## config.mk

```make
export PLATFORM = sky130hd
export DESIGN_NAME = clock_page_replacement_mmu_flat
export DESIGN_NICKNAME = d
export VERILOG_FILES = /design/src/sv/cpr_pkg.sv /design/src/sv/cpr_req_if.sv /design/src/sv/cpr_rsp_if.sv /design/src/sv/clock_page_replacement_mmu.sv /design/src/sv/cpr_ram.sv /design/src/sv/cpr_ctrl.sv /design/src/sv/cpr_datapath.sv /design/src/flat_wrapper.sv
export VERILOG_INCLUDE_DIRS = /design/src /design/src/sv
export SDC_FILE = /design/constraint.sdc
export NUM_CORES = 2
export LEC_CHECK = 0
export ABC_AREA = 1
export BUFFER_PORTS_ARGS = -buffer_cell sky130_fd_sc_hd__buf_2
export CAP_MARGIN = 20
export CORE_MARGIN = 4
export CORE_UTILIZATION = 35
export CTS_BUF_LIST = sky130_fd_sc_hd__clkbuf_4
export CTS_CLUSTER_DIAMETER = 80
export DETAILED_ROUTE_END_ITERATION = 10
export SYNTH_ARGS = -nofsm -noshare
export SYNTH_HDL_FRONTEND = slang
export SYNTH_SLANG_ARGS = --single-unit
```

## constraint.sdc

```tcl
create_clock -name clk -period 26.2 [get_ports clk]
set_input_delay 5.24 -clock clk [delete_from_list [all_inputs] [get_ports clk]]
set_output_delay 5.24 -clock clk [all_outputs]
set_load 0.03 [all_outputs]
```

## src/sv/clock_page_replacement_mmu_defines.svh

```systemverilog
// Assertion macros shared by the clock page replacement MMU modules.
// No dependencies; included by the controller and the datapath.
`ifndef CLOCK_PAGE_REPLACEMENT_MMU_DEFINES_SVH
`define CLOCK_PAGE_REPLACEMENT_MMU_DEFINES_SVH

// The consequent must hold in the same cycle as the antecedent.
`define CPR_ASSERT_SAME(label, clk, rst_n, ante, cons) \
	label: assert property (@(posedge clk) disable iff (!rst_n) (ante) |-> (cons)) \
		else $error("same-cycle check failed");

// The consequent must hold in the cycle after the antecedent.
`define CPR_ASSERT_NEXT(label, clk, rst_n, ante, cons) \
	label: assert property (@(posedge clk) disable iff (!rst_n) (ante) |=> (cons)) \
		else $error("next-cycle check failed");

`endif

```

## src/sv/cpr_pkg.sv

```systemverilog
// Shared types and constants of the clock page replacement MMU.
// No dependencies; used by the interfaces, controller, datapath and top level.
package cpr_pkg;

	localparam int PID_W          = 3;
	localparam int PAGE_W         = 6;
	localparam int FRAME_NUMBER_W = 4;

	// Owner record of one physical frame (the valid bit lives in flops).
	typedef struct packed {
		logic [PID_W-1:0]  pid;
		logic [PAGE_W-1:0] page;
	} cpr_owner_t;

	localparam int OWNER_W = $bits(cpr_owner_t);

	typedef struct packed {
		logic [FRAME_NUMBER_W-1:0] frame_number;
		logic                      page_fault;
		logic                      evicted_valid;
		logic [PID_W-1:0]          evicted_process;
		logic [PAGE_W-1:0]         evicted_page;
		logic                      evicted_dirty;
	} cpr_result_t;

	// Page table write operations.
	typedef enum logic [2:0] {
		PT_NONE  = 3'd0,
		PT_CLEAR = 3'd1,
		PT_HIT   = 3'd2,
		PT_EVICT = 3'd3,
		PT_MAP   = 3'd4
	} cpr_pt_op_t;

	// Commands from the controller to the datapath.
	typedef struct packed {
		logic       load_in;
		logic       pt_rd_old;
		cpr_pt_op_t pt_op;
		logic       sweep;
		logic       ev_capture;
	} cpr_cmd_t;

	// Status from the datapath to the controller.
	typedef struct packed {
		logic clear_done;
		logic hit;
		logic ref_set;
		logic owner_valid;
		logic out_free;
	} cpr_sts_t;

endpackage

```

## src/sv/cpr_req_if.sv

```systemverilog
// Request channel interface: one memory access per transfer.
// Depends on cpr_pkg for the field widths.
interface cpr_req_if;
	logic                       valid;
	logic                       ready;
	logic [cpr_pkg::PID_W-1:0]  process_id;
	logic [cpr_pkg::PAGE_W-1:0] page_number;
	logic                       is_write;

	modport source (output valid, output process_id, output page_number, output is_write,
		input ready);
	modport sink (input valid, input process_id, input page_number, input is_write,
		output ready);
endinterface

```

## src/sv/cpr_rsp_if.sv

```systemverilog
// Response channel interface: one translation result per transfer.
// Depends on cpr_pkg for the field widths.
interface cpr_rsp_if;
	logic                               valid;
	logic                               ready;
	logic [cpr_pkg::FRAME_NUMBER_W-1:0] frame_number;
	logic                               page_fault;
	logic                               evicted_valid;
	logic [cpr_pkg::PID_W-1:0]          evicted_process;
	logic [cpr_pkg::PAGE_W-1:0]         evicted_page;
	logic                               evicted_dirty;

	modport source (output valid, output frame_number, output page_fault,
		output evicted_valid, output evicted_process, output evicted_page,
		output evicted_dirty, input ready);
	modport sink (input valid, input frame_number, input page_fault,
		input evicted_valid, input evicted_process, input evicted_page,
		input evicted_dirty, output ready);
endinterface

```

## src/sv/clock_page_replacement_mmu.sv

```systemverilog
// Top level of the clock (second chance) page replacement MMU.
// Depends on cpr_pkg, cpr_req_if, cpr_rsp_if, cpr_ctrl and cpr_datapath.
//
//   channel | modport | per transfer
//   --------+---------+---------------------------------------------------------
//   req     | sink    | process_id, page_number, is_write
//   rsp     | source  | frame_number, page_fault, evicted_valid/process/page/dirty
//
// A hit passes through capture, page table read and write back; a fault through
// capture, read, lookup, the sweep, owner read and check, an eviction read if the
// frame is owned, and mapping. The sweep tests one frame per cycle, clearing each
// set reference bit it passes. After reset the page table is cleared one entry per
// cycle, all PROCESSES * PAGES_PER_PROCESS of them, before requests are accepted.
// A finished result waits in the output register; the block holds its last step
// only while that register is still full and not being drained.
module clock_page_replacement_mmu #(
	parameter int FRAMES            = 16,
	parameter int PROCESSES         = 8,
	parameter int PAGES_PER_PROCESS = 64
) (
	input logic       clk,
	input logic       arst_n,
	cpr_req_if.sink   req,
	cpr_rsp_if.source rsp
);
	import cpr_pkg::*;

	// The controller and datapath talk only through these two groups.
	cpr_cmd_t    cmd;
	cpr_sts_t    sts;
	cpr_result_t result;
	logic        result_valid;

	// The controller sequences one request at a time: it accepts a transfer only
	// when idle, then walks lookup, sweep, eviction and mapping steps.
	cpr_ctrl u_ctrl (
		.clk       (clk),
		.arst_n    (arst_n),
		.req_valid (req.valid),
		.req_ready (req.ready),
		.sts       (sts),
		.cmd       (cmd)
	);

	// The datapath holds the page table, owner records, reference bits,
	// clock hand and the output register.
	cpr_datapath #(
		.FRAMES            (FRAMES),
		.PROCESSES         (PROCESSES),
		.PAGES_PER_PROCESS (PAGES_PER_PROCESS)
	) u_datapath (
		.clk          (clk),
		.arst_n       (arst_n),
		.cmd          (cmd),
		.sts          (sts),
		.process_id   (req.process_id),
		.page_number  (req.page_number),
		.is_write     (req.is_write),
		.result       (result),
		.result_valid (result_valid),
		.result_ready (rsp.ready)
	);

	assign rsp.valid           = result_valid;
	assign rsp.frame_number    = result.frame_number;
	assign rsp.page_fault      = result.page_fault;
	assign rsp.evicted_valid   = result.evicted_valid;
	assign rsp.evicted_process = result.evicted_process;
	assign rsp.evicted_page    = result.evicted_page;
	assign rsp.evicted_dirty   = result.evicted_dirty;
endmodule

```

## src/sv/cpr_ram.sv

```systemverilog
// Generic simple dual-port RAM: one write port, one registered read port.
// No dependencies.
module cpr_ram #(
	parameter int WIDTH = 8,
	parameter int DEPTH = 16
) (
	input  logic                                      clk,
	input  logic                                      we,
	input  logic [((DEPTH > 1) ? $clog2(DEPTH) : 1)-1:0] waddr,
	input  logic [WIDTH-1:0]                          wdata,
	input  logic [((DEPTH > 1) ? $clog2(DEPTH) : 1)-1:0] raddr,
	output logic [WIDTH-1:0]                          rdata
);
	logic [WIDTH-1:0] mem_q [DEPTH];
	logic [WIDTH-1:0] rdata_q;

	always_ff @(posedge clk) begin
		if (we) begin
			mem_q[waddr] <= wdata;
		end
		rdata_q <= mem_q[raddr];
	end

	assign rdata = rdata_q;
endmodule

```

## src/sv/cpr_ctrl.sv

```systemverilog
// Sequencer of the clock page replacement MMU: page table clear, lookup,
// clock sweep, eviction and mapping. Depends on cpr_pkg and the defines header.
`include "clock_page_replacement_mmu_defines.svh"

module cpr_ctrl (
	input  logic              clk,
	input  logic              arst_n,
	input  logic              req_valid,
	output logic              req_ready,
	input  cpr_pkg::cpr_sts_t sts,
	output cpr_pkg::cpr_cmd_t cmd
);
	import cpr_pkg::*;

	typedef enum logic [8:0] {
		ST_CLEAR   = 9'b000000001,
		ST_IDLE    = 9'b000000010,
		ST_READ    = 9'b000000100,
		ST_LOOKUP  = 9'b000001000,
		ST_SWEEP   = 9'b000010000,
		ST_OWN_RD  = 9'b000100000,
		ST_OWN_CHK = 9'b001000000,
		ST_EV_RD   = 9'b010000000,
		ST_MAP     = 9'b100000000
	} state_t;

	state_t state_q, state_nx;

	always_ff @(posedge clk or negedge arst_n) begin
		if (!arst_n) begin
			state_q <= ST_CLEAR;
		end else begin
			state_q <= state_nx;
		end
	end

	always_comb begin
		state_nx       = state_q;
		cmd            = '0;
		cmd.pt_op      = PT_NONE;
		req_ready      = 1'b0;
		unique case (state_q)
			ST_CLEAR: begin
				cmd.pt_op = PT_CLEAR;
				if (sts.clear_done) begin
					state_nx = ST_IDLE;
				end
			end
			ST_IDLE: begin
				req_ready = 1'b1;
				if (req_valid) begin
					cmd.load_in = 1'b1;
					state_nx    = ST_READ;
				end
			end
			ST_READ: begin
				state_nx = ST_LOOKUP;
			end
			ST_LOOKUP: begin
				if (sts.hit) begin
					if (sts.out_free) begin
						cmd.pt_op = PT_HIT;
						state_nx  = ST_IDLE;
					end
				end else begin
					state_nx = ST_SWEEP;
				end
			end
			ST_SWEEP: begin
				cmd.sweep = 1'b1;
				if (!sts.ref_set) begin
					state_nx = ST_OWN_RD;
				end
			end
			ST_OWN_RD: begin
				state_nx = ST_OWN_CHK;
			end
			ST_OWN_CHK: begin
				cmd.ev_capture = 1'b1;
				cmd.pt_rd_old  = 1'b1;
				state_nx       = sts.owner_valid ? ST_EV_RD : ST_MAP;
			end
			ST_EV_RD: begin
				cmd.pt_op = PT_EVICT;
				state_nx  = ST_MAP;
			end
			ST_MAP: begin
				if (sts.out_free) begin
					cmd.pt_op = PT_MAP;
					state_nx  = ST_IDLE;
				end
			end
			default: begin
				state_nx = ST_CLEAR;
			end
		endcase
	end

	`CPR_ASSERT_NEXT(a_accept_reads, clk, arst_n, req_valid && req_ready, state_q == ST_READ)
	`CPR_ASSERT_NEXT(a_no_owner_maps, clk, arst_n, (state_q == ST_OWN_CHK) && !sts.owner_valid, state_q == ST_MAP)
	`CPR_ASSERT_NEXT(a_hit_waits, clk, arst_n, (state_q == ST_LOOKUP) && sts.hit && !sts.out_free, state_q == ST_LOOKUP)
endmodule

```

## src/sv/cpr_datapath.sv

```systemverilog
// Datapath of the clock page replacement MMU: page table and owner RAMs,
// reference bits, clock hand, eviction record and result register.
// Depends on cpr_pkg, cpr_ram and the defines header.
`include "clock_page_replacement_mmu_defines.svh"

module cpr_datapath #(
	parameter int FRAMES            = 16,
	parameter int PROCESSES         = 8,
	parameter int PAGES_PER_PROCESS = 64
) (
	input  logic                       clk,
	input  logic                       arst_n,
	input  cpr_pkg::cpr_cmd_t          cmd,
	output cpr_pkg::cpr_sts_t          sts,
	input  logic [cpr_pkg::PID_W-1:0]  process_id,
	input  logic [cpr_pkg::PAGE_W-1:0] page_number,
	input  logic                       is_write,
	output cpr_pkg::cpr_result_t       result,
	output logic                       result_valid,
	input  logic                       result_ready
);
	import cpr_pkg::*;

	localparam int KEYS = PROCESSES * PAGES_PER_PROCESS;
	localparam int KW   = (KEYS > 1) ? $clog2(KEYS) : 1;
	localparam int FW   = $clog2(FRAMES);

	typedef logic [KW-1:0] key_t;
	typedef logic [FW-1:0] frame_t;

	typedef struct packed {
		logic   present;
		frame_t frame;
		logic   dirty;
	} pte_t;

	localparam int PTE_W = $bits(pte_t);

	// Modulo reduction of the request fields as constant tables.
	logic [PID_W-1:0]  pid_mod  [2**PID_W];
	logic [PAGE_W-1:0] page_mod [2**PAGE_W];

	for (genvar i = 0; i < 2**PID_W; i++) begin : g_pid_mod
		assign pid_mod[i] = PID_W'(i % PROCESSES);
	end
	for (genvar i = 0; i < 2**PAGE_W; i++) begin : g_page_mod
		assign page_mod[i] = PAGE_W'(i % PAGES_PER_PROCESS);
	end

	function automatic key_t key_of(logic [PID_W-1:0] pid, logic [PAGE_W-1:0] page);
		key_of = key_t'(pid) * key_t'(PAGES_PER_PROCESS) + key_t'(page);
	endfunction

	function automatic logic [PTE_W-1:0] pt_wdata_from(pte_t e);
		pt_wdata_from = e;
	endfunction

	logic [PID_W-1:0]  pid_q;
	logic [PAGE_W-1:0] page_q;
	logic              wr_q;
	key_t              key_q;
	key_t              old_key_q;
	key_t              clr_q;
	frame_t            hand_q;
	frame_t            victim_q;
	frame_t            hand_nx;
	logic [FRAMES-1:0] ref_q;
	logic [FRAMES-1:0] own_valid_q;
	logic              ev_valid_q;
	logic [PID_W-1:0]  ev_pid_q;
	logic [PAGE_W-1:0] ev_page_q;
	logic              ev_dirty_q;
	cpr_result_t       result_q;
	logic              result_valid_q;

	logic [PTE_W-1:0]   pt_rdata;
	logic [PTE_W-1:0]   pt_wdata;
	key_t               pt_waddr;
	key_t               pt_raddr;
	logic               pt_we;
	pte_t               pte_rd;
	pte_t               pte_wr;
	logic [OWNER_W-1:0] own_rdata;
	cpr_owner_t         own_rd;
	cpr_owner_t         own_wr;

	assign pte_rd = pte_t'(pt_rdata);
	assign own_rd = cpr_owner_t'(own_rdata);
	assign own_wr = '{pid: pid_q, page: page_q};

	assign hand_nx = (hand_q == frame_t'(FRAMES - 1)) ? '0 : hand_q + 1'b1;

	// Page table write port.
	always_comb begin
		pt_we    = 1'b1;
		pt_waddr = key_q;
		pte_wr   = '0;
		unique case (cmd.pt_op)
			PT_NONE: begin
				pt_we = 1'b0;
			end
			PT_CLEAR: begin
				pt_waddr = clr_q;
			end
			PT_HIT: begin
				pte_wr = '{present: 1'b1, frame: pte_rd.frame, dirty: pte_rd.dirty | wr_q};
			end
			PT_EVICT: begin
				pt_waddr = old_key_q;
			end
			PT_MAP: begin
				pte_wr = '{present: 1'b1, frame: victim_q, dirty: wr_q};
			end
			default: begin
				pt_we = 1'b0;
			end
		endcase
	end

	assign pt_wdata = pt_wdata_from(pte_wr);
	assign pt_raddr = cmd.pt_rd_old ? key_of(own_rd.pid, own_rd.page) : key_q;

	cpr_ram #(.WIDTH(PTE_W), .DEPTH(KEYS)) u_page_table (
		.clk   (clk),
		.we    (pt_we),
		.waddr (pt_waddr),
		.wdata (pt_wdata),
		.raddr (pt_raddr),
		.rdata (pt_rdata)
	);

	cpr_ram #(.WIDTH(OWNER_W), .DEPTH(FRAMES)) u_owner (
		.clk   (clk),
		.we    (cmd.pt_op == PT_MAP),
		.waddr (victim_q),
		.wdata (own_wr),
		.raddr (victim_q),
		.rdata (own_rdata)
	);

	// Request capture, eviction record, victim choice and result register.
	always_ff @(posedge clk) begin
		if (cmd.load_in) begin
			pid_q  <= pid_mod[process_id];
			page_q <= page_mod[page_number];
			wr_q   <= is_write;
			key_q  <= key_of(pid_mod[process_id], page_mod[page_number]);
		end
		if (cmd.ev_capture) begin
			ev_valid_q <= own_valid_q[victim_q];
			ev_pid_q   <= own_valid_q[victim_q] ? own_rd.pid : '0;
			ev_page_q  <= own_valid_q[victim_q] ? own_rd.page : '0;
			ev_dirty_q <= 1'b0;
			old_key_q  <= key_of(own_rd.pid, own_rd.page);
		end
		if (cmd.pt_op == PT_EVICT) begin
			ev_dirty_q <= pte_rd.dirty;
		end
		if (cmd.sweep && !ref_q[hand_q]) begin
			victim_q <= hand_q;
		end
		if (cmd.pt_op == PT_HIT) begin
			result_q <= '{frame_number: FRAME_NUMBER_W'(pte_rd.frame), page_fault: 1'b0,
				evicted_valid: 1'b0, evicted_process: '0, evicted_page: '0,
				evicted_dirty: 1'b0};
		end else if (cmd.pt_op == PT_MAP) begin
			result_q <= '{frame_number: FRAME_NUMBER_W'(victim_q), page_fault: 1'b1,
				evicted_valid: ev_valid_q, evicted_process: ev_pid_q,
				evicted_page: ev_page_q, evicted_dirty: ev_dirty_q};
		end
	end

	// Control state: clock hand, reference and owner valid bits, clear counter and result valid bit.
	always_ff @(posedge clk or negedge arst_n) begin
		if (!arst_n) begin
			hand_q         <= '0;
			ref_q          <= '0;
			own_valid_q    <= '0;
			clr_q          <= '0;
			result_valid_q <= 1'b0;
		end else begin
			if (cmd.pt_op == PT_CLEAR) begin
				clr_q <= clr_q + 1'b1;
			end
			if (cmd.sweep) begin
				hand_q <= hand_nx;
				if (ref_q[hand_q]) begin
					ref_q[hand_q] <= 1'b0;
				end
			end
			if (cmd.pt_op == PT_HIT) begin
				ref_q[pte_rd.frame] <= 1'b1;
			end
			if (cmd.pt_op == PT_MAP) begin
				ref_q[victim_q]       <= 1'b1;
				own_valid_q[victim_q] <= 1'b1;
			end
			if ((cmd.pt_op == PT_HIT) || (cmd.pt_op == PT_MAP)) begin
				result_valid_q <= 1'b1;
			end else if (result_ready) begin
				result_valid_q <= 1'b0;
			end
		end
	end

	assign sts.clear_done  = (clr_q == key_t'(KEYS - 1));
	assign sts.hit         = pte_rd.present;
	assign sts.ref_set     = ref_q[hand_q];
	assign sts.owner_valid = own_valid_q[victim_q];
	assign sts.out_free    = !result_valid_q || result_ready;

	assign result       = result_q;
	assign result_valid = result_valid_q;

	`CPR_ASSERT_NEXT(a_sweep_victim, clk, arst_n, cmd.sweep && !ref_q[hand_q], victim_q == $past(hand_q))
	`CPR_ASSERT_NEXT(a_map_marks, clk, arst_n, cmd.pt_op == PT_MAP, ref_q[victim_q] && own_valid_q[victim_q] && result_valid_q)
	`CPR_ASSERT_SAME(a_hit_out_free, clk, arst_n, cmd.pt_op == PT_HIT, sts.out_free && pte_rd.present)
endmodule

```

## src/flat_wrapper.sv

```systemverilog
// flat-port wrapper written by rule: the top's interface ports become plain ports
module clock_page_replacement_mmu_flat import cpr_pkg::*;
#(
	parameter int FRAMES            = 16,
	parameter int PROCESSES         = 8,
	parameter int PAGES_PER_PROCESS = 64
)
  (clk, arst_n, req_valid, req_process_id, req_page_number, req_is_write, req_ready, rsp_valid, rsp_frame_number, rsp_page_fault, rsp_evicted_valid, rsp_evicted_process, rsp_evicted_page, rsp_evicted_dirty, rsp_ready);
  cpr_req_if req_i ();
  cpr_rsp_if rsp_i ();
  input logic clk;
  input logic arst_n;
  input wire logic [$bits(req_i.valid)-1:0] req_valid;
  input wire logic [$bits(req_i.process_id)-1:0] req_process_id;
  input wire logic [$bits(req_i.page_number)-1:0] req_page_number;
  input wire logic [$bits(req_i.is_write)-1:0] req_is_write;
  output wire logic [$bits(req_i.ready)-1:0] req_ready;
  output wire logic [$bits(rsp_i.valid)-1:0] rsp_valid;
  output wire logic [$bits(rsp_i.frame_number)-1:0] rsp_frame_number;
  output wire logic [$bits(rsp_i.page_fault)-1:0] rsp_page_fault;
  output wire logic [$bits(rsp_i.evicted_valid)-1:0] rsp_evicted_valid;
  output wire logic [$bits(rsp_i.evicted_process)-1:0] rsp_evicted_process;
  output wire logic [$bits(rsp_i.evicted_page)-1:0] rsp_evicted_page;
  output wire logic [$bits(rsp_i.evicted_dirty)-1:0] rsp_evicted_dirty;
  input wire logic [$bits(rsp_i.ready)-1:0] rsp_ready;
  assign req_i.valid = req_valid;
  assign req_i.process_id = req_process_id;
  assign req_i.page_number = req_page_number;
  assign req_i.is_write = req_is_write;
  assign req_ready = req_i.ready;
  assign rsp_valid = rsp_i.valid;
  assign rsp_frame_number = rsp_i.frame_number;
  assign rsp_page_fault = rsp_i.page_fault;
  assign rsp_evicted_valid = rsp_i.evicted_valid;
  assign rsp_evicted_process = rsp_i.evicted_process;
  assign rsp_evicted_page = rsp_i.evicted_page;
  assign rsp_evicted_dirty = rsp_i.evicted_dirty;
  assign rsp_i.ready = rsp_ready;
  clock_page_replacement_mmu #(.FRAMES(FRAMES), .PROCESSES(PROCESSES), .PAGES_PER_PROCESS(PAGES_PER_PROCESS)) u_core (.clk(clk), .arst_n(arst_n), .req(req_i), .rsp(rsp_i));
endmodule
```

Word-level counts from Yosys, hierarchy flattened
Memory sizes are Yosys's and may differ from the RTL's. A register that Yosys moved wholly into a read port is not among the register bits.
Index checks and enable logic that the tools add are counted.
{ "word_totals": {"word_cells": 126, "n_memories": 4, "output_inout_bits": 18, "ramBits": 3216, "romBits": 408, "inputBits": 14, "ff_bits": 114} }
{ "mem_list": {"columns": ["name", "depth", "width", "read_ports", "rd_ports_with_merged_regs", "wr", "line_no", "source"], "rows": [
  ["u_core.u_datapath.u_page_table.mem_q", 512, 6, 1, 1, 1, "cpr_ram.sv:14", "logic [WIDTH-1:0] mem_q [DEPTH];"],
  ["(name not given)", 64, 6, 1, 0, 0, "cpr_datapath.sv:147", "key_q <= key_of(pid_mod[process_id], page_mod[page_number]);"],
  ["u_core.u_datapath.u_owner.mem_q", 16, 9, 1, 1, 1, "cpr_ram.sv:14", null],
  ["(name not given)", 8, 3, 1, 0, 0, "cpr_datapath.sv:147", null]
]} }
{ "classes": {"eq_ne": 18, "n_addsub": 4, "magnitude_cmp": 8, "bitwise": 8, "n_reduce_logical": 13, "muxes": 49} }
{ "op_table": {"columns": ["operator", "count"], "rows": [
  ["2-to-1 mux 16 bit", 6],
  ["one-hot mux 9 bit (9 select lines)", 1],
  ["2-to-1 mux 9 bit", 7],
  ["OR 16 bit", 3],
  ["2-to-1 mux 1 bit", 19],
  ["adder 9 x 6 -> 9 bit", 2],
  ["== test 9 bit (second input constant)", 2],
  ["one-hot mux 9 bit (2 select lines)", 1],
  ["AND 16 bit", 1],
  ["NOT 16 bit", 1],
  ["< comparator 4 x 5 -> 1 bit (second input constant)", 3],
  ["demux 1 bit (select 4 bit)", 3],
  [">= comparator 4 x 1 -> 1 bit (second input constant)", 3],
  ["2-to-1 mux 6 bit", 2],
  ["one-hot mux 3 bit (4 select lines)", 1],
  ["one-hot mux 6 bit (2 select lines)", 1],
  ["adder 9 x 1 -> 9 bit (second input constant)", 1],
  ["== test 9 x 1 -> 1 bit (second input constant)", 1],
  ["== test 9 x 2 -> 1 bit (second input constant)", 1],
  ["== test 9 x 3 -> 1 bit (second input constant)", 1],
  ["== test 9 x 4 -> 1 bit (second input constant)", 1],
  ["== test 9 x 5 -> 1 bit (second input constant)", 1],
  ["== test 9 x 6 -> 1 bit (second input constant)", 1],
  ["== test 9 x 7 -> 1 bit (second input constant)", 1],
  ["other kinds (23)", 36]
]} }

Longest topological paths before layout
{ "depth": {"ltp_word": 12, "mapped_depth": 20, "mapped_depth_nobuf": 17} }

By module
A second synthesis with hierarchy kept.
{ "unflattened": {"hier_cells": 11812, "area_unflattened_um2": 137084.0} }
{ "by_module_without_submodules": {"columns": ["module", "instances", "seq_area_each_um2", "cells_per_inst", "area_each_um2"], "rows": [
  ["cpr_ram (u_core.u_datapath.u_page_table)", 1, 92368.6, 10592, 125416.5],
  ["cpr_ram (u_core.u_datapath.u_owner)", 1, 4504.3, 615, 6502.5],
  ["cpr_datapath", 1, 2532.4, 517, 4580.6],
  ["cpr_ctrl", 1, 226.5, 88, 584.3]
]} }

Worst setup path after synthesis
Ideal clock, no wire load.
{ "synth_timing": {"path_kind": "in2reg", "start": "input port rsp_ready", "end": "memory u_core.u_datapath.u_page_table.mem_q[0][0] (netlist name) (data pin)", "t_arrival_ps": 25574, "path_slack_ps": -3546, "path_stages": 5, "required_time_ps": 22029, "setup_time_ps": 4171, "path_buffers": 1, "path_cell_list": "nor2_1 > inv_1 > nand3_1 > clkbuf_1 > o21ai_0"} }
{ "synth_between": {"elab_chain_cells": 6, "elab_cells_between_ends": 8, "cone_classes": "eq/ne: 2; mux: 5; reduce/logical: 1"} }
{ "synth_lines": {"columns": ["element", "line_no", "source"], "rows": [
  ["from (decl)", "flat_wrapper.sv:25", "input wire logic [$bits(rsp_i.ready)-1:0] rsp_ready;"],
  ["logical OR 1 bit *", "cpr_datapath.sv:210", "assign sts.out_free = !result_valid_q || result_ready;"],
  ["2-to-1 mux 2 bit", "cpr_ctrl.sv:61", "if (sts.out_free) begin"],
  ["2-to-1 mux 2 bit", "cpr_ctrl.sv:60", "if (sts.hit) begin"],
  ["one-hot mux 3 bit (4 select lines) *", "cpr_ctrl.sv:42", "unique case (state_q)"],
  ["== test 3 bit or == test 3 x 2 -> 1 bit (tied branches)", "cpr_datapath.sv:98", "unique case (cmd.pt_op)"],
  ["one-hot mux 6 bit (2 select lines) *", "cpr_datapath.sv:98", null],
  ["named net u_core.u_datapath.pt_wdata[0]", "cpr_datapath.sv:77", "logic [PTE_W-1:0] pt_wdata;"],
  ["to (decl)", "cpr_ram.sv:14", null]
]} }
Mark *: on every way through the listed nets, which the timed path passes. The rest lies on a longest branch.

Worst setup path in the final report
{ "layout_timing": {"start": "input port rsp_ready", "end": "memory u_core.u_datapath.u_page_table.mem_q[71][0] (netlist name) (data pin)"} }
Same word-level chain as after synthesis.

==> results.md <==
- Post-CTS Hold Buffers: 0
- Share of synthesized registers carrying an async set or reset: 1.649%
- Root buffer cell: sky130_fd_sc_hd__clkbuf_4
- Maximum clock rate: 117.3 MHz
- Max capacitance violation total: 0
- Worst slew margin relative to its limit: 17.34%
- Global-route congestion overflow total: 0
- DRT Pass-1 Iters: 6
- CTS clk-pin slew, worst paths: 70 ps
- Total routing usage reported by global routing: 18.68%
- Start-to-end type of the worst setup path: input pin to register
- Largest net degree at the start of global routing: 207
- Number of buffers created by CTS: 812
- TritonCTS Sinks: 3336
- Die boundary height: 630.4 um
- YS warnings: 0
- Reg-to-reg setup timing slack: 18260 ps
- Minimum clock period after layout: 8523 ps
- Post-CTS sizing: 0
- Worst endpoint data arrival time: 9740 ps
- DRC marker count from the first detailed-route iteration: 10730
- Final max-slew violation count: 0
- Clock tree from TritonCTS: built
- Starting density of the core: 35.15%
- Die area: 397400 um2
- Synth Net Count: 11470
- Number of levels the H-tree was split into: 6
- Dominant register cell in the synthesized netlist: sky130_fd_sc_hd__edfxtp_1
- Min-Delay Path Class: register to register
- Number of different library cells in the post-synthesis netlist: 45
- Cell Area, Synth: 135600 um2
- Area used by multi-input combinational logic: 32350 um2
- Final Total Pwr: 10020 uW
- Standby leakage power: 0.05043 uW
- Area growth syn-to-layout: 11.17%
- GR Util met1: 25.28%
- Core ar.: 385700 um2
- Vias in the first global route: 89280
- GRT met2 Usage: 30.23%
- DP Wirelength: 210800 um
- Wire length of the first global-routing pass: 567700 um
- Initial antenna violation count: 13
- Total of endpoints with negative setup slack in the final report: 0
- Power per cell area: 66.51 nW/um2
- Final hold slack: 435.6 ps
- Count of flip-flops with a built-in enable after synthesis: 3254
- Flip-flop and latch count after synthesis: 3336
- Result of the run: completed
- Clock Latency Late Sink: 1560 ps
- Maximum number of buffers from clock root to sink: 4
- Die span in x: 630.4 um
- Endpoint type of the worst setup path: register
- Fin worst setup slack: 17680 ps
- Final antenna-violating net count: 0
- Setup slack after placement: 16180 ps
- Worst Clk Skew: 111.3 ps
- Share of cells above drive strength 1: 12.54%
- Busiest grt layer: met2
- Type of element launching the critical path: input pin
- Vias per std cell: 5.268
- Final cycle utilization of the critical path: 32.53%
- RD Place Congestion: 0.8522
- Count of standard-cell rows: 228
- WL/cell: 22.10 um
- Grt met3 use: 3.428%
- Final #Nets: 11680
- Total count of hold-check failures in the final report: 0
- Number of instances in the synthesized netlist: 11450
- # fillers: 37050
- Post-synthesis average cell area: 11.84 um2
- Worst Path Required: 27420 ps
- Proportion of synthesized chip area in sequential cells: 73.49%
- Post CTS Setup Buffer Count: 0
- DRC: 0
- Pin slew with the least headroom to its limit: 1240 ps
- Crit Path Max Fanout: 74
- WL final: 386000 um
- Port Buffers: 31
- Via Count: 92000
- Final sum of negative setup slack: 0 ps
- Max IR drop VDD: 37.96 uV
- Unrepaired setup endpoints after global routing: no
- Top-Level Pins: 32
- Storage cell area: 99630 um2
## placed cells by master, fill, tap and decap left out, types with 6 or more instances in the layout
cell type | Yosys | routed
sky130_fd_sc_hd__nor2_4 | 3 | 6
sky130_fd_sc_hd__clkinv_1 | 1 | 176
sky130_fd_sc_hd__clkbuf_4 | 0 | 1179
sky130_fd_sc_hd__bufinv_16 | 0 | 13
sky130_fd_sc_hd__dfrtp_1 | 54 | 54
sky130_fd_sc_hd__a21oi_1 | 33 | 29
sky130_fd_sc_hd__nand3_1 | 3225 | 3209
sky130_fd_sc_hd__or4_1 | 9 | 9
sky130_fd_sc_hd__or2_2 | 8 | 8
sky130_fd_sc_hd__clkinv_4 | 0 | 9
sky130_fd_sc_hd__inv_6 | 0 | 7
sky130_fd_sc_hd__o21ai_0 | 39 | 38
sky130_fd_sc_hd__inv_2 | 15 | 22
sky130_fd_sc_hd__buf_4 | 4 | 141
sky130_fd_sc_hd__clkinv_2 | 0 | 24
sky130_fd_sc_hd__inv_8 | 0 | 6
sky130_fd_sc_hd__nor4_1 | 10 | 10
sky130_fd_sc_hd__nand4_1 | 6 | 6
sky130_fd_sc_hd__nor2_1 | 598 | 594
sky130_fd_sc_hd__o22ai_1 | 10 | 6
sky130_fd_sc_hd__dfxtp_1 | 27 | 27
sky130_fd_sc_hd__a31oi_1 | 36 | 36
sky130_fd_sc_hd__nor2_2 | 13 | 14
sky130_fd_sc_hd__a22oi_1 | 40 | 40
sky130_fd_sc_hd__nor3_1 | 7 | 7
sky130_fd_sc_hd__buf_2 | 509 | 32
sky130_fd_sc_hd__o31ai_1 | 14 | 14
sky130_fd_sc_hd__edfxtp_1 | 3254 | 3254
sky130_fd_sc_hd__inv_1 | 75 | 72
sky130_fd_sc_hd__xor2_1 | 6 | 6
sky130_fd_sc_hd__ha_1 | 6 | 6
sky130_fd_sc_hd__clkinvlp_4 | 0 | 13
sky130_fd_sc_hd__buf_12 | 0 | 15
sky130_fd_sc_hd__nand3_4 | 0 | 17
sky130_fd_sc_hd__nand2_1 | 3131 | 3128
sky130_fd_sc_hd__diode_2 | 0 | 12
## per-stage QoR
| stage | std cells | utilization, % | instance area [um2] |
|---|---|---|---|
| 6_report | 17460 | 39.08 | 150700 |
| 5_1_grt | 17460 | 39.07 | 150700 |
| 4_1_cts | 17450 | 39.06 | 150700 |
| 3_5_place_dp | 16010 | 36.39 | 140300 |
| 3_3_place_gp | 16010 | 36.39 | 140300 |
| 2_1_floorplan | 11450 | - | 135600 |
## final timing paths
kind,startpoint,to,cells past startpoint
setup reg to reg,u_core.u_ctrl.state_q[5],u_core.u_datapath.u_page_table.rdata[0],19
min in group asynchronous,arst_n,u_core.u_datapath.own_valid_q[8],2
setup / recovery,rsp_ready,u_core.u_datapath.u_page_table.mem_q[71][0],12
hold / removal,u_core.u_datapath.u_owner.rdata[6],u_core.u_datapath.old_key_q[6],0
hold reg to reg,u_core.u_datapath.u_owner.rdata[6],u_core.u_datapath.old_key_q[6],0
max in group asynchronous,arst_n,u_core.u_ctrl.state_q[2],2
## power breakdown
part | leakage (uW) | internal [uW] | switching [uW]
combinational | 0.0206 | 0.778 | 2.10
clock | 0.00610 | 2190 | 2070
sequential | 0.0237 | 5760 | 0.00000000000000370
total | 0.0504 | 7950 | 2070
## layout make-up
type	instances	share of cell area, %
clock buffer	1179	5.873
inverter	91	0.2482
multi-input combinational	7225	21.46
timing repair buffer	193	1.024
antenna	12	0.01992
sequential	3336	66.11
clock inverter	252	0.9696
tap	5175	4.296
## per-layer routing
metal,up-vias,wire length [um]
met4,6,11490
met5,-,46
met2,4632,181100
met1,44870,159100
met3,653,34250
li1,41850,-
## logic make-up (layout without fill, tap and decap cells)
kind of cell / after synthesis / after routing / synth area share, %
AO/OA/AOI/OAI: 190 / 190 / 0.8823
XOR/XNOR: 7 / 7 / 0.04522
adder cells (fa/ha/maj): 6 / 6 / 0.05537
buffers and inverters: 888 / 1715 / 2.945
flip-flops: 3336 / 3336 / 73.49
other: 0 / 12 / 0
AND/OR/NAND/NOR: 7022 / 7022 / 22.59
## synth_stat cells (3+ instances only)
cell,n,area [um2]
sky130_fd_sc_hd__edfxtp_1,3254,97710
sky130_fd_sc_hd__a31oi_1,36,225.2
sky130_fd_sc_hd__nor4_1,10,62.56
sky130_fd_sc_hd__buf_2,509,2547
sky130_fd_sc_hd__a22oi_1,40,300.3
sky130_fd_sc_hd__or2_2,8,50.05
sky130_fd_sc_hd__nand2_1,3131,11750
sky130_fd_sc_hd__o31ai_1,14,105.1
sky130_fd_sc_hd__nor2_4,3,33.78
sky130_fd_sc_hd__dfxtp_1,27,540.5
sky130_fd_sc_hd__ha_1,6,75.07
sky130_fd_sc_hd__inv_2,15,56.30
sky130_fd_sc_hd__nor2_1,598,2245
sky130_fd_sc_hd__nor3_1,7,35.03
sky130_fd_sc_hd__dfrtp_1,54,1351
sky130_fd_sc_hd__nand4_1,6,37.54
sky130_fd_sc_hd__buf_4,4,30.03
sky130_fd_sc_hd__buf_1,61,229.0
sky130_fd_sc_hd__o221ai_1,5,43.79
sky130_fd_sc_hd__nor2_2,13,81.33
sky130_fd_sc_hd__o22ai_1,10,62.56
sky130_fd_sc_hd__a21oi_2,5,43.79
sky130_fd_sc_hd__inv_1,75,281.5
sky130_fd_sc_hd__nand3_2,3,30.03
sky130_fd_sc_hd__o21ai_0,39,195.2
sky130_fd_sc_hd__clkbuf_1,222,833.3
sky130_fd_sc_hd__o21ai_1,4,20.02
sky130_fd_sc_hd__or4_1,9,67.56
sky130_fd_sc_hd__nand3_1,3225,16140
sky130_fd_sc_hd__a21oi_1,33,165.2
sky130_fd_sc_hd__xor2_1,6,52.55
sky130_fd_sc_hd__nand2_2,4,25.02
## worst max-delay path, stage by stage
cell and delay, ps:
sky130_fd_sc_hd__buf_2 80, sky130_fd_sc_hd__nor2_1 100, sky130_fd_sc_hd__inv_1 160, sky130_fd_sc_hd__nand2_1 90, sky130_fd_sc_hd__inv_1 370, sky130_fd_sc_hd__nor2_1 270
sky130_fd_sc_hd__inv_8 460, sky130_fd_sc_hd__nand2_1 190, sky130_fd_sc_hd__o21ai_4 260, sky130_fd_sc_hd__buf_4 770, sky130_fd_sc_hd__buf_4 860, sky130_fd_sc_hd__buf_4 690
## registers in the layout, summed over array words and instances, names as in the netlist, 4 cells and up
| name | cells |
|---|---|
| u_core.u_datapath.u_page_table.mem_q | 3072 |
| u_core.u_datapath.page_q | 5 |
| u_core.u_datapath.old_key_q | 9 |
| u_core.u_datapath.hand_q | 4 |
| u_core.u_datapath.result | 16 |
| u_core.u_datapath.clr_q | 9 |
| u_core.u_datapath.u_owner.mem_q | 144 |
| u_core.u_datapath.ev_page_q | 6 |
| u_core.u_datapath.ref_q | 16 |
| u_core.u_ctrl.state_q | 9 |
| u_core.u_datapath.u_page_table.rdata | 6 |
| u_core.u_datapath.victim_q | 4 |
| u_core.u_datapath.u_owner.rdata | 9 |
| u_core.u_datapath.own_valid_q | 16 |
No activity file was read; power rests on OpenSTA's default activity.
